**config.mk**
```make
export PLATFORM = sky130hd
export DESIGN_NAME = blc_cell
export DESIGN_NICKNAME = d
export VERILOG_FILES = /design/src/rtl/blc_pkg.sv /design/src/rtl/blc_cell.sv
export SDC_FILE = /design/constraint.sdc
export NUM_CORES = 1
export LEC_CHECK = 0
export ABC_AREA = 1
export BUFFER_PORTS_ARGS = -buffer_cell sky130_fd_sc_hd__buf_4
export CAP_MARGIN = 20
export CORE_ASPECT_RATIO = 0.7
export CORE_MARGIN = 5
export CORE_UTILIZATION = 37
export CTS_CLUSTER_SIZE = 20
export DETAILED_ROUTE_END_ITERATION = 7
export HOLD_SLACK_MARGIN = 0.06
export SYNTH_ARGS = -nofsm -noshare
export SYNTH_HDL_FRONTEND = slang
export SYNTH_SLANG_ARGS = --single-unit
```
**constraint.sdc**
```tcl
create_clock -name i_clk -period 8.65 [get_ports i_clk]
set_clock_uncertainty 0.1 [all_clocks]
set_input_delay 1.2975 -clock i_clk [delete_from_list [all_inputs] [get_ports i_clk]]
set_output_delay 1.2975 -clock i_clk [all_outputs]
set_load 0.1 [all_outputs]
```
**src/rtl/blc_pkg.sv**
```systemverilog
// Shared types and constants for the breakpoint color lookup.
package blc_pkg;

    localparam int TABLE_ENTRIES = 16;
    localparam int KEY_BITS      = 16;
    localparam int IDX_W         = $clog2(TABLE_ENTRIES);
    localparam int CNT_W         = IDX_W + 1;
    localparam int COL_W         = 32;
    localparam int DIFF_W        = KEY_BITS + 1;
    localparam int NUM_W         = KEY_BITS + 9;
    localparam int DD_W          = DIFF_W + 7;
    localparam int QUO_W         = 8;

    localparam logic [1:0] CFG_ENTRY_COUNT   = 2'd0;
    localparam logic [1:0] CFG_CLAMP_OUTSIDE = 2'd1;
    localparam logic [1:0] CFG_INTERP_MODE   = 2'd2;

    localparam logic CMD_WRITE  = 1'b0;
    localparam logic CMD_LOOKUP = 1'b1;

    // table write broadcast to all cells
    typedef struct packed {
        logic                       en;
        logic [IDX_W-1:0]           idx;
        logic signed [KEY_BITS-1:0] key;
        logic [COL_W-1:0]           col;
    } t_wr;

    // scan token passed from cell to cell
    typedef struct packed {
        logic                       active;
        logic signed [KEY_BITS-1:0] s;
        logic                       hp;
        logic                       hn;
        logic signed [KEY_BITS-1:0] kp;
        logic [COL_W-1:0]           cp;
        logic signed [KEY_BITS-1:0] kn;
        logic [COL_W-1:0]           cn;
    } t_scan;

endpackage

```
**src/rtl/blc_cell.sv**
```systemverilog
// One breakpoint cell: holds an entry and updates the passing scan token.
module blc_cell (
    input  logic                      i_clk,
    input  logic                      i_rst_n,
    input  blc_pkg::t_wr              i_wr,
    input  logic [blc_pkg::IDX_W-1:0] i_idx,
    input  logic [blc_pkg::CNT_W-1:0] i_count,
    input  blc_pkg::t_scan            i_scan,
    output blc_pkg::t_scan            o_scan
);
    import blc_pkg::*;

    logic signed [KEY_BITS-1:0] r_key;
    logic [COL_W-1:0]           r_col;
    t_scan                      r_scan;
    t_scan                      n_scan;

    // store the entry addressed to this cell
    always_ff @(posedge i_clk) begin
        if (i_wr.en && i_wr.idx == i_idx) begin
            r_key <= i_wr.key;
            r_col <= i_wr.col;
        end
    end

    // update the token while no larger key has been found
    always_comb begin
        n_scan = i_scan;
        if (i_scan.active && !i_scan.hn && ({1'b0, i_idx} < i_count)) begin
            if (i_scan.s < r_key) begin
                n_scan.hn = 1'b1;
                n_scan.kn = r_key;
                n_scan.cn = r_col;
            end else begin
                n_scan.hp = 1'b1;
                n_scan.kp = r_key;
                n_scan.cp = r_col;
            end
        end
    end

    // advance the token
    always_ff @(posedge i_clk) begin
        if (!i_rst_n) begin
            r_scan.active <= 1'b0;
        end else begin
            r_scan <= n_scan;
        end
    end

    assign o_scan = r_scan;

endmodule

```
==> flow_summary.json <==
{
  "status": "completed",
  "drt.antenna.violating_nets": 0,
  "die_h_um": 125,
  "period_minus_slack_ps": 4200,
  "path_delay_family": "simple AND/OR/NAND/NOR gates",
  "grt_pass1_vias": 5598,
  "clock_sinks": 163,
  "synth_nets": 790,
  "synth_cell_types": 22,
  "p_int_mw": 1.43,
  "drt_iter0_markers": 393,
  "clock_latency_ps": 420,
  "first_pass_iters": 5,
  "postCtsSetupBuffers": 0,
  "cts_inserted_buffers": 17,
  "p_sw_uw": 764,
  "min_path_type": "reg -> reg",
  "avgViaCountPerCell": 4.94,
  "worst_pin_slew_ps": 1040,
  "vias": 5575,
  "clkPwrFrac": 0.315,
  "area_growth_pct": 41.9,
  "dp_cells": 1097,
  "drc_errors": 0,
  "crit_cells": 11,
  "portBuffers": 293,
  "grt_pass1_wl_um": 32500,
  "worstPathMaxFanout": 46,
  "drt-total-wl_um": 21400,
  "path_cells": "buf_4 -> ha_1 -> nand2_1 -> inv_1 -> o21ai_1 -> o2111ai_1 -> nor2_4 -> nand3_2 -> buf_4 -> nand2_1 -> nand2_1",
  "power_frac_comb": 0.254,
  "n_fill_cell": 1715,
  "cts.path.max_buffers": 2,
  "clk_transition_reported_paths_ps": 60,
  "required_ps": 8730,
  "reg2reg_depth": 11,
  "criticalPathCategory": "in -> reg",
  "critPathMaxStageDelay_ps": 840,
  "crit_arrival_ps": 4280,
  "final_nets": 1071,
  "rows": 42,
  "power_mw": 2.20,
  "fin_cells": 1129,
  "cp_slowest_cell": "nor2_4",
  "whs_path_depth": 2,
  "fmax_ghz": 0.238,
  "synth_top_area_cell": "edfxtp_1",
  "hold_viol": 0,
  "postSynthAreaPerCell_um2": 11.8,
  "root_buffer": "clkbuf_16",
  "p_seq_frac": 0.431,
  "tns_ps": 0,
  "dp_hpwl_um": 14800,
  "seq_area_frac_synth": 0.697,
  "drive_gt1_frac": 0.381,
  "vdd_ir_drop_max_v": 0.000102,
  "p_sw_frac": 0.348,
  "grt_overflow": 0,
  "layout_worst_path_cycle_share": 0.486,
  "cts_tree": "built",
  "start_kind": "input port",
  "final_area_um2": 9940,
  "die_x_um": 174,
  "wl_per_cell_um": 18.9,
  "synth-seq-cells": 163,
  "pin_count": 294,
  "ys_warn_count": 0,
  "synthesis.area_um2": 7010,
  "cts_resized": 0,
  "cellPowerDensity_nw_per_um2": 221,
  "core_um2": 18800,
  "die_area_um2": 21800,
  "ctsHoldBuffers": 0,
  "n_antenna_cell": 0,
  "worst_path_most_repeated_cell": "nand2_1",
  "grt_max_degree": 71,
  "p_leak_nw": 4.51,
  "gp_congestion": 0.790,
  "setup_violations": 0,
  "rsz0062_at_grt": "false",
  "cp-end-kind": "flop",
  "report.final.slew_viol_count": 0,
  "seq_area_um2": 4880,
  "initial_core_util": 0.373,
  "synth.top_cell.area_share": 0.694,
  "h-tree-depth": 4,
  "final_common_cell": "buf_4",
  "dpl_cell_area_um2": 9410,
  "multi_input_area_um2": 1840,
  "cp.buffers_inverters": 3,
  "synth_area_leaders": "edfxtp_1 69%, nand2_1 12%, nand4_1 8.8%",
  "grt_antenna_before_repair": 0,
  "slew_headroom": 0.307,
  "most-common-layout-cells": "302 x buf_4, 215 x nand2_1, 162 x edfxtp_1",
  "drv_cap": 0,
  "netlist_instances": 593,
  "grt_usage": 0.193,
  "final_util": 0.530
}
[per-layer routing]
layer / vias up / track usage / wire length [um]
li1: 2691 / - / -
met1: 2629 / 0.248 / 8830
met2: 237 / 0.314 / 10300
met3: 18 / 0.0640 / 1950
met4: 0 / 0.0596 / 278
met5: - / 0 / 0
[stage by stage]
step	hold WS [ps]	worst slack, ps
after floorplan	468	1490
after global routing	523	4160
after global placement	477	3960
after detailed placement	481	3970
final	498	4450
after CTS	495	4400
[power by group through the flow]
stage	logic (mW)	clock network (mW)	registers, mW
3_3_place_gp	0.559	0	0.963
2_1_floorplan	0.0930	0	1.26
5_1_grt	0.585	0.740	0.952
4_1_cts	0.561	0.708	0.948
3_5_place_dp	0.561	0	0.964
6_report	0.557	0.691	0.947
[state kept, by name, indices dropped and copies added, names as in the netlist]
register,cells
r_key,16
o_scan,115
r_col,32
[synthesized netlist by cell type, drive strengths merged]
library cell / number
nand3: 6
a21oi: 6
nand2: 217
nor4b: 1
clkbuf: 15
xor2: 2
inv: 31
buf: 25
dfxtp: 1
xnor2: 2
nand4: 98
ha: 18
a21o: 1
o21ai: 1
o2111ai: 1
o21a: 1
nor2: 5
edfxtp: 162
[cell type report]
cell class              instances  share of cell area
clock buffers                  17              0.0428
clock inverters                15              0.0106
inverters                      31              0.0117
multi-input cells             359               0.185
flip-flops and latches        163               0.491
well taps                     242              0.0304
repair buffers                302               0.228
[kinds of logic after synthesis]
logic type	Yosys count	synth area share
and+or+nand+nor	327	0.212
DFF	163	0.697
buffers and inverters	71	0.0450
adders and majority gates	18	0.0321
AOI/OAI and AO/OA	10	0.00839
xor gates and xnor gates	4	0.00500
[worst register-to-register path, delay by kind of cell (launching register included)]
kind | cells | cell delay (ps)
AO/OA/AOI/OAI | 1 | 180
adder cells (fa/ha/maj) | 1 | 370
buffers and inverters | 2 | 540
flip-flops | 1 | 410
AND/OR/NAND/NOR | 7 | 1070
[path summary, 6_finish.rpt]
check            start    endpoint  slack [ps]
min          r_col[24]  o_scan[72]         500
max           i_idx[2]  o_scan[72]        4450
max reg2reg  r_key[15]  o_scan[72]        5740
min reg2reg  r_col[24]  o_scan[72]         500
Note: power is estimated with default switching activity, not from simulation.
