File: src/rtl/blc_pkg.sv
// Shared types and constants for the breakpoint color lookup.
package blc_pkg;

    localparam int TABLE_ENTRIES = 16;
    localparam int KEY_BITS      = 16;
    localparam int IDX_W         = $clog2(TABLE_ENTRIES);
    localparam int CNT_W         = IDX_W + 1;
    localparam int COL_W         = 32;
    localparam int DIFF_W        = KEY_BITS + 1;
    localparam int NUM_W         = KEY_BITS + 9;
    localparam int DD_W          = DIFF_W + 7;
    localparam int QUO_W         = 8;

    localparam logic [1:0] CFG_ENTRY_COUNT   = 2'd0;
    localparam logic [1:0] CFG_CLAMP_OUTSIDE = 2'd1;
    localparam logic [1:0] CFG_INTERP_MODE   = 2'd2;

    localparam logic CMD_WRITE  = 1'b0;
    localparam logic CMD_LOOKUP = 1'b1;

    // table write broadcast to all cells
    typedef struct packed {
        logic                       en;
        logic [IDX_W-1:0]           idx;
        logic signed [KEY_BITS-1:0] key;
        logic [COL_W-1:0]           col;
    } t_wr;

    // scan token passed from cell to cell
    typedef struct packed {
        logic                       active;
        logic signed [KEY_BITS-1:0] s;
        logic                       hp;
        logic                       hn;
        logic signed [KEY_BITS-1:0] kp;
        logic [COL_W-1:0]           cp;
        logic signed [KEY_BITS-1:0] kn;
        logic [COL_W-1:0]           cn;
    } t_scan;

endpackage

File: src/rtl/blc_div.sv
// Restoring divider lane: one quotient bit per step.
module blc_div (
    input  logic                       i_clk,
    input  logic                       i_load,
    input  logic                       i_step,
    input  logic [blc_pkg::NUM_W-1:0]  i_num,
    input  logic [blc_pkg::DIFF_W-1:0] i_den,
    output logic [blc_pkg::QUO_W-1:0]  o_quo
);
    import blc_pkg::*;

    logic [NUM_W-1:0] r_rem;
    logic [DD_W-1:0]  r_dd;
    logic [QUO_W-1:0] r_quo;
    logic             w_ge;

    assign w_ge = r_rem >= NUM_W'(r_dd);

    // load operands, then subtract the shifted divisor bit by bit
    always_ff @(posedge i_clk) begin
        if (i_load) begin
            r_rem <= i_num;
            r_dd  <= {i_den, 7'd0};
            r_quo <= '0;
        end else if (i_step) begin
            if (w_ge) begin
                r_rem <= r_rem - NUM_W'(r_dd);
            end
            r_quo <= {r_quo[QUO_W-2:0], w_ge};
            r_dd  <= r_dd >> 1;
        end
    end

    assign o_quo = r_quo;

endmodule

File: config.mk
export PLATFORM = sky130hd
export DESIGN_NAME = blc_div
export DESIGN_NICKNAME = d
export VERILOG_FILES = /design/src/rtl/blc_pkg.sv /design/src/rtl/blc_div.sv
export SDC_FILE = /design/constraint.sdc
export NUM_CORES = 1
export LEC_CHECK = 0
export BUFFER_PORTS_ARGS = -buffer_cell sky130_fd_sc_hd__buf_2
export CAP_MARGIN = 0
export CORE_MARGIN = 2
export CORE_UTILIZATION = 40
export DETAILED_ROUTE_END_ITERATION = 8
export GPL_ROUTABILITY_DRIVEN = 0
export GPL_TIMING_DRIVEN = 0
export PLACE_DENSITY_LB_ADDON = 0.3
export REMOVE_ABC_BUFFERS = 1
export SYNTH_ARGS = -nofsm -noshare
export SYNTH_HDL_FRONTEND = slang
export SYNTH_SLANG_ARGS = --single-unit
export TNS_END_PERCENT = 50
File: constraint.sdc
create_clock -name i_clk -period 4.5 [get_ports i_clk]
set_input_delay 0.9 -clock i_clk [delete_from_list [all_inputs] [get_ports i_clk]]
set_output_delay 0.9 -clock i_clk [all_outputs]
set_load 0.01 [all_outputs]
==> impl_metrics.json <==
{
  "grt_pass1_wl_um": 15400,
  "crit_path_end_kind": "register",
  "holdPathEnd": "o_quo[7]$_SDFFE_PP0P_",
  "antenna_found_initial": 0,
  "min_from": "o_quo[7]$_SDFFE_PP0P_",
  "first_global_vias": 3215,
  "syn_inst": 439,
  "cts_root_buffer": "clkbuf_8",
  "grt_start_max_net_pins": 38,
  "coreArea_um2": 9640,
  "report.final.slew_viol_count": 0,
  "fmax_ghz": 0.310,
  "ff2ff_path_depth": 8,
  "use_met2_pct": 29.2,
  "final_hold_viol_count": 0,
  "syn2layout_area_growth_pct": 14.9,
  "period_share_pct": 71.7,
  "fin_skew_ns": 0.00626,
  "dpl.hpwl_um": 6870,
  "std_cell_rows": 36,
  "maxCapViolations": 0,
  "syn-cell-area_um2": 3910,
  "ys.warnings.count": 0,
  "peakVddDrop_mv": 0.210,
  "regArea_um2": 1560,
  "clock_path_buffers": 2,
  "slew_headroom_pct": 41.5,
  "crit_type": "register to register",
  "rsz0062_at_grt": "false",
  "avgRoutedWirePerCell_um": 14.9,
  "io_pins": 53,
  "synth_area_leaders": "edfxtp_1 (32%), dfxtp_1 (7.7%), ha_1 (7.7%)",
  "cp.required_ns": 4.56,
  "grt-ovfl-total": 0,
  "critPathLaunchType": "register",
  "use_met1_pct": 25.7,
  "clkSinkCount": 57,
  "hold_slack_ns": 0.514,
  "dieArea_um2": 10600,
  "synth_edf_count": 42,
  "r2r-end": "r_rem[13]$_DFFE_PP_",
  "final_area_um2": 4500,
  "post_cts_buffers": 0,
  "r2r_setup_slack_ns": 1.27,
  "drive_gt1_share_pct": 17.5,
  "hold_buffers": 0,
  "syn_avg_cell_area_um2": 8.91,
  "drc_errors": 0,
  "fin_nets": 550,
  "n_antenna_cell": 0,
  "placed_area_um2": 4290,
  "nFillCells": 993,
  "synth-async-reset-ratio_pct": 0,
  "io_buffers": 52,
  "drt-total-wl_um": 9230,
  "cp_max_fo": 15,
  "cts_tree": "built",
  "groute.usage.overall_pct": 18.7,
  "holdPathStages": 2,
  "cp_slowest_cell": "o21ai_2",
  "ant_nets": 0,
  "ys_seq_area_share_pct": 39.9,
  "drt_pre_antenna_iters": 5,
  "htree_num_levels": 3,
  "synth_top_area_cell": "edfxtp_1",
  "tightest_slew_ns": 0.877,
  "synth.ff_latch_count": 57,
  "setup_viol": 0,
  "die_w_um": 103,
  "status": "finished, final reports clean",
  "cp_cell_sequence": "inv_1 -> ha_1 -> nand4_1 -> or4_1 -> o221ai_1 -> a31oi_1 -> o21ai_2 -> buf_8",
  "synth_cell_types": 64,
  "start_util_pct": 40.6,
  "cts_resized": 0,
  "use_met3_pct": 4.07,
  "cts.reportedPaths.clkPinSlew_ns": 0.07,
  "min_path_type": "register to register",
  "slowest_delay_ns": 0.72,
  "busiest_layer": "met2",
  "numCtsBuffers": 9,
  "leakage_nw": 1.86,
  "drtIter0Drc": 186,
  "synth_ff_type": "edfxtp_1",
  "synth_top_area_share_pct": 32.2,
  "vias": 3323,
  "crit_arrival_ns": 3.29,
  "power_density_nw_per_um2": 527,
  "layout_min_cycle_time_ns": 3.23,
  "multi_input_area_um2": 2120,
  "post_drt_via_cell_ratio": 5.38,
  "clock_latency_ns": 0.35,
  "die_height_um": 103,
  "r2r_start": "r_dd[12]$_DFFE_PP_"
}
==> power breakdown <==
part | switching (mW) | internal [mW] | total (mW) | leakage, nW
Clock | 0.212 | 0.301 | 0.512 | 0.107
Combinational | 0.687 | 0.427 | 1.11 | 1.20
Sequential | 0.0391 | 0.702 | 0.741 | 0.556
==> per-stage QoR <==
stage / total power, mW / setup TNS, ns / worst slack [ns] / cells / util, %
final: 2.37 / 0 / 1.27 / 618 / 46.6
after global routing: 2.53 / 0 / 1.09 / 618 / 46.6
after CTS: 2.37 / 0 / 1.23 / 618 / 46.6
after detailed placement: 1.85 / 0 / 1.09 / 602 / 44.5
after global placement: 1.82 / -11.95 / -0.479 / 599 / 43.8
after floorplan: 1.58 / 0 / 1.25 / 414 / -
==> cells in the mapped netlist, types with 6 or more instances <==
library cell	count
o21ai_1	12
buf_2	9
clkbuf_1	9
nand2_1	62
o31ai_1	11
a22o_1	7
ha_1	24
inv_1	31
nand3_1	9
o21ai_0	15
nand4_1	11
a21oi_1	24
edfxtp_1	42
a21o_1	6
xnor2_1	6
mux2i_1	15
dfxtp_1	15
nor2_1	44
==> metal layers <==
layer | share of wire, % | wire (um)
met1 | 47 | 4330
met2 | 45 | 4190
met3 | 5.6 | 520
met4 | 2.1 | 190
met5 | 0 | 0
==> sequential cells by signal, summed over array words and instances (netlist names) <==
register and count:
r_dd 24, o_quo 8, r_rem 25
==> layout make-up <==
class / instances / share of cell area (%)
clock inverters: 2 / 0.779
well taps: 133 / 3.70
inverters: 32 / 2.67
clock buffers: 14 / 3.84
multi-input cells: 325 / 47.1
flip-flops and latches: 57 / 34.7
repair buffers: 55 / 7.18
==> placed cells by master (no fill, tap or decap), types with 5 or more instances in the layout <==
cell | netlist | final
clkbuf_8 | 0 | 12
nand3_1 | 9 | 9
edfxtp_1 | 42 | 42
xor2_1 | 5 | 5
nand4_1 | 11 | 11
nor3_1 | 5 | 5
o31ai_1 | 11 | 11
ha_1 | 24 | 24
nor2_1 | 44 | 44
nand2_1 | 62 | 62
a21oi_1 | 24 | 24
mux2i_1 | 15 | 15
inv_1 | 31 | 31
a21o_1 | 6 | 6
dfxtp_1 | 15 | 15
xnor2_1 | 6 | 6
o21ai_0 | 15 | 15
a22o_1 | 7 | 7
buf_2 | 9 | 52
o21ai_1 | 12 | 11
==> logic make-up (layout without fill, tap and decap cells) <==
| kind of cell | Yosys count | in the layout | share of synthesized area, % |
|---|---|---|---|
| XOR/XNOR | 11 | 11 | 2.46 |
| flip-flops | 57 | 57 | 39.9 |
| adder cells (fa/ha/maj) | 25 | 25 | 8.19 |
| buffers and inverters | 57 | 103 | 6.05 |
| AND/OR/NAND/NOR | 157 | 157 | 18.6 |
| multiplexers | 15 | 15 | 3.84 |
| AO/OA/AOI/OAI | 117 | 117 | 21.0 |
==> worst max path at each step <==
stage                             from             endpoint  slack, ns
global placement                i_load   r_rem[6]$_DFFE_PP_      -0.48
CTS                 r_dd[12]$_DFFE_PP_  r_rem[13]$_DFFE_PP_       1.23
finish              r_dd[12]$_DFFE_PP_  r_rem[13]$_DFFE_PP_       1.27
global route         r_dd[9]$_DFFE_PP_  r_rem[13]$_DFFE_PP_       1.09
detailed placement              i_load    r_dd[9]$_DFFE_PP_       1.09
floorplan           r_rem[9]$_DFFE_PP_   r_rem[0]$_DFFE_PP_       1.25
==> worst max-delay path: cells and delay by family, from the launching register on <==
family	cells	cell delay [ns]
AO/OA/AOI/OAI	3	1.03
flip-flops	1	0.38
AND/OR/NAND/NOR	2	0.78
adder cells (fa/ha/maj)	1	0.44
buffers and inverters	2	0.30
Note: power is estimated with default switching activity, not from simulation.
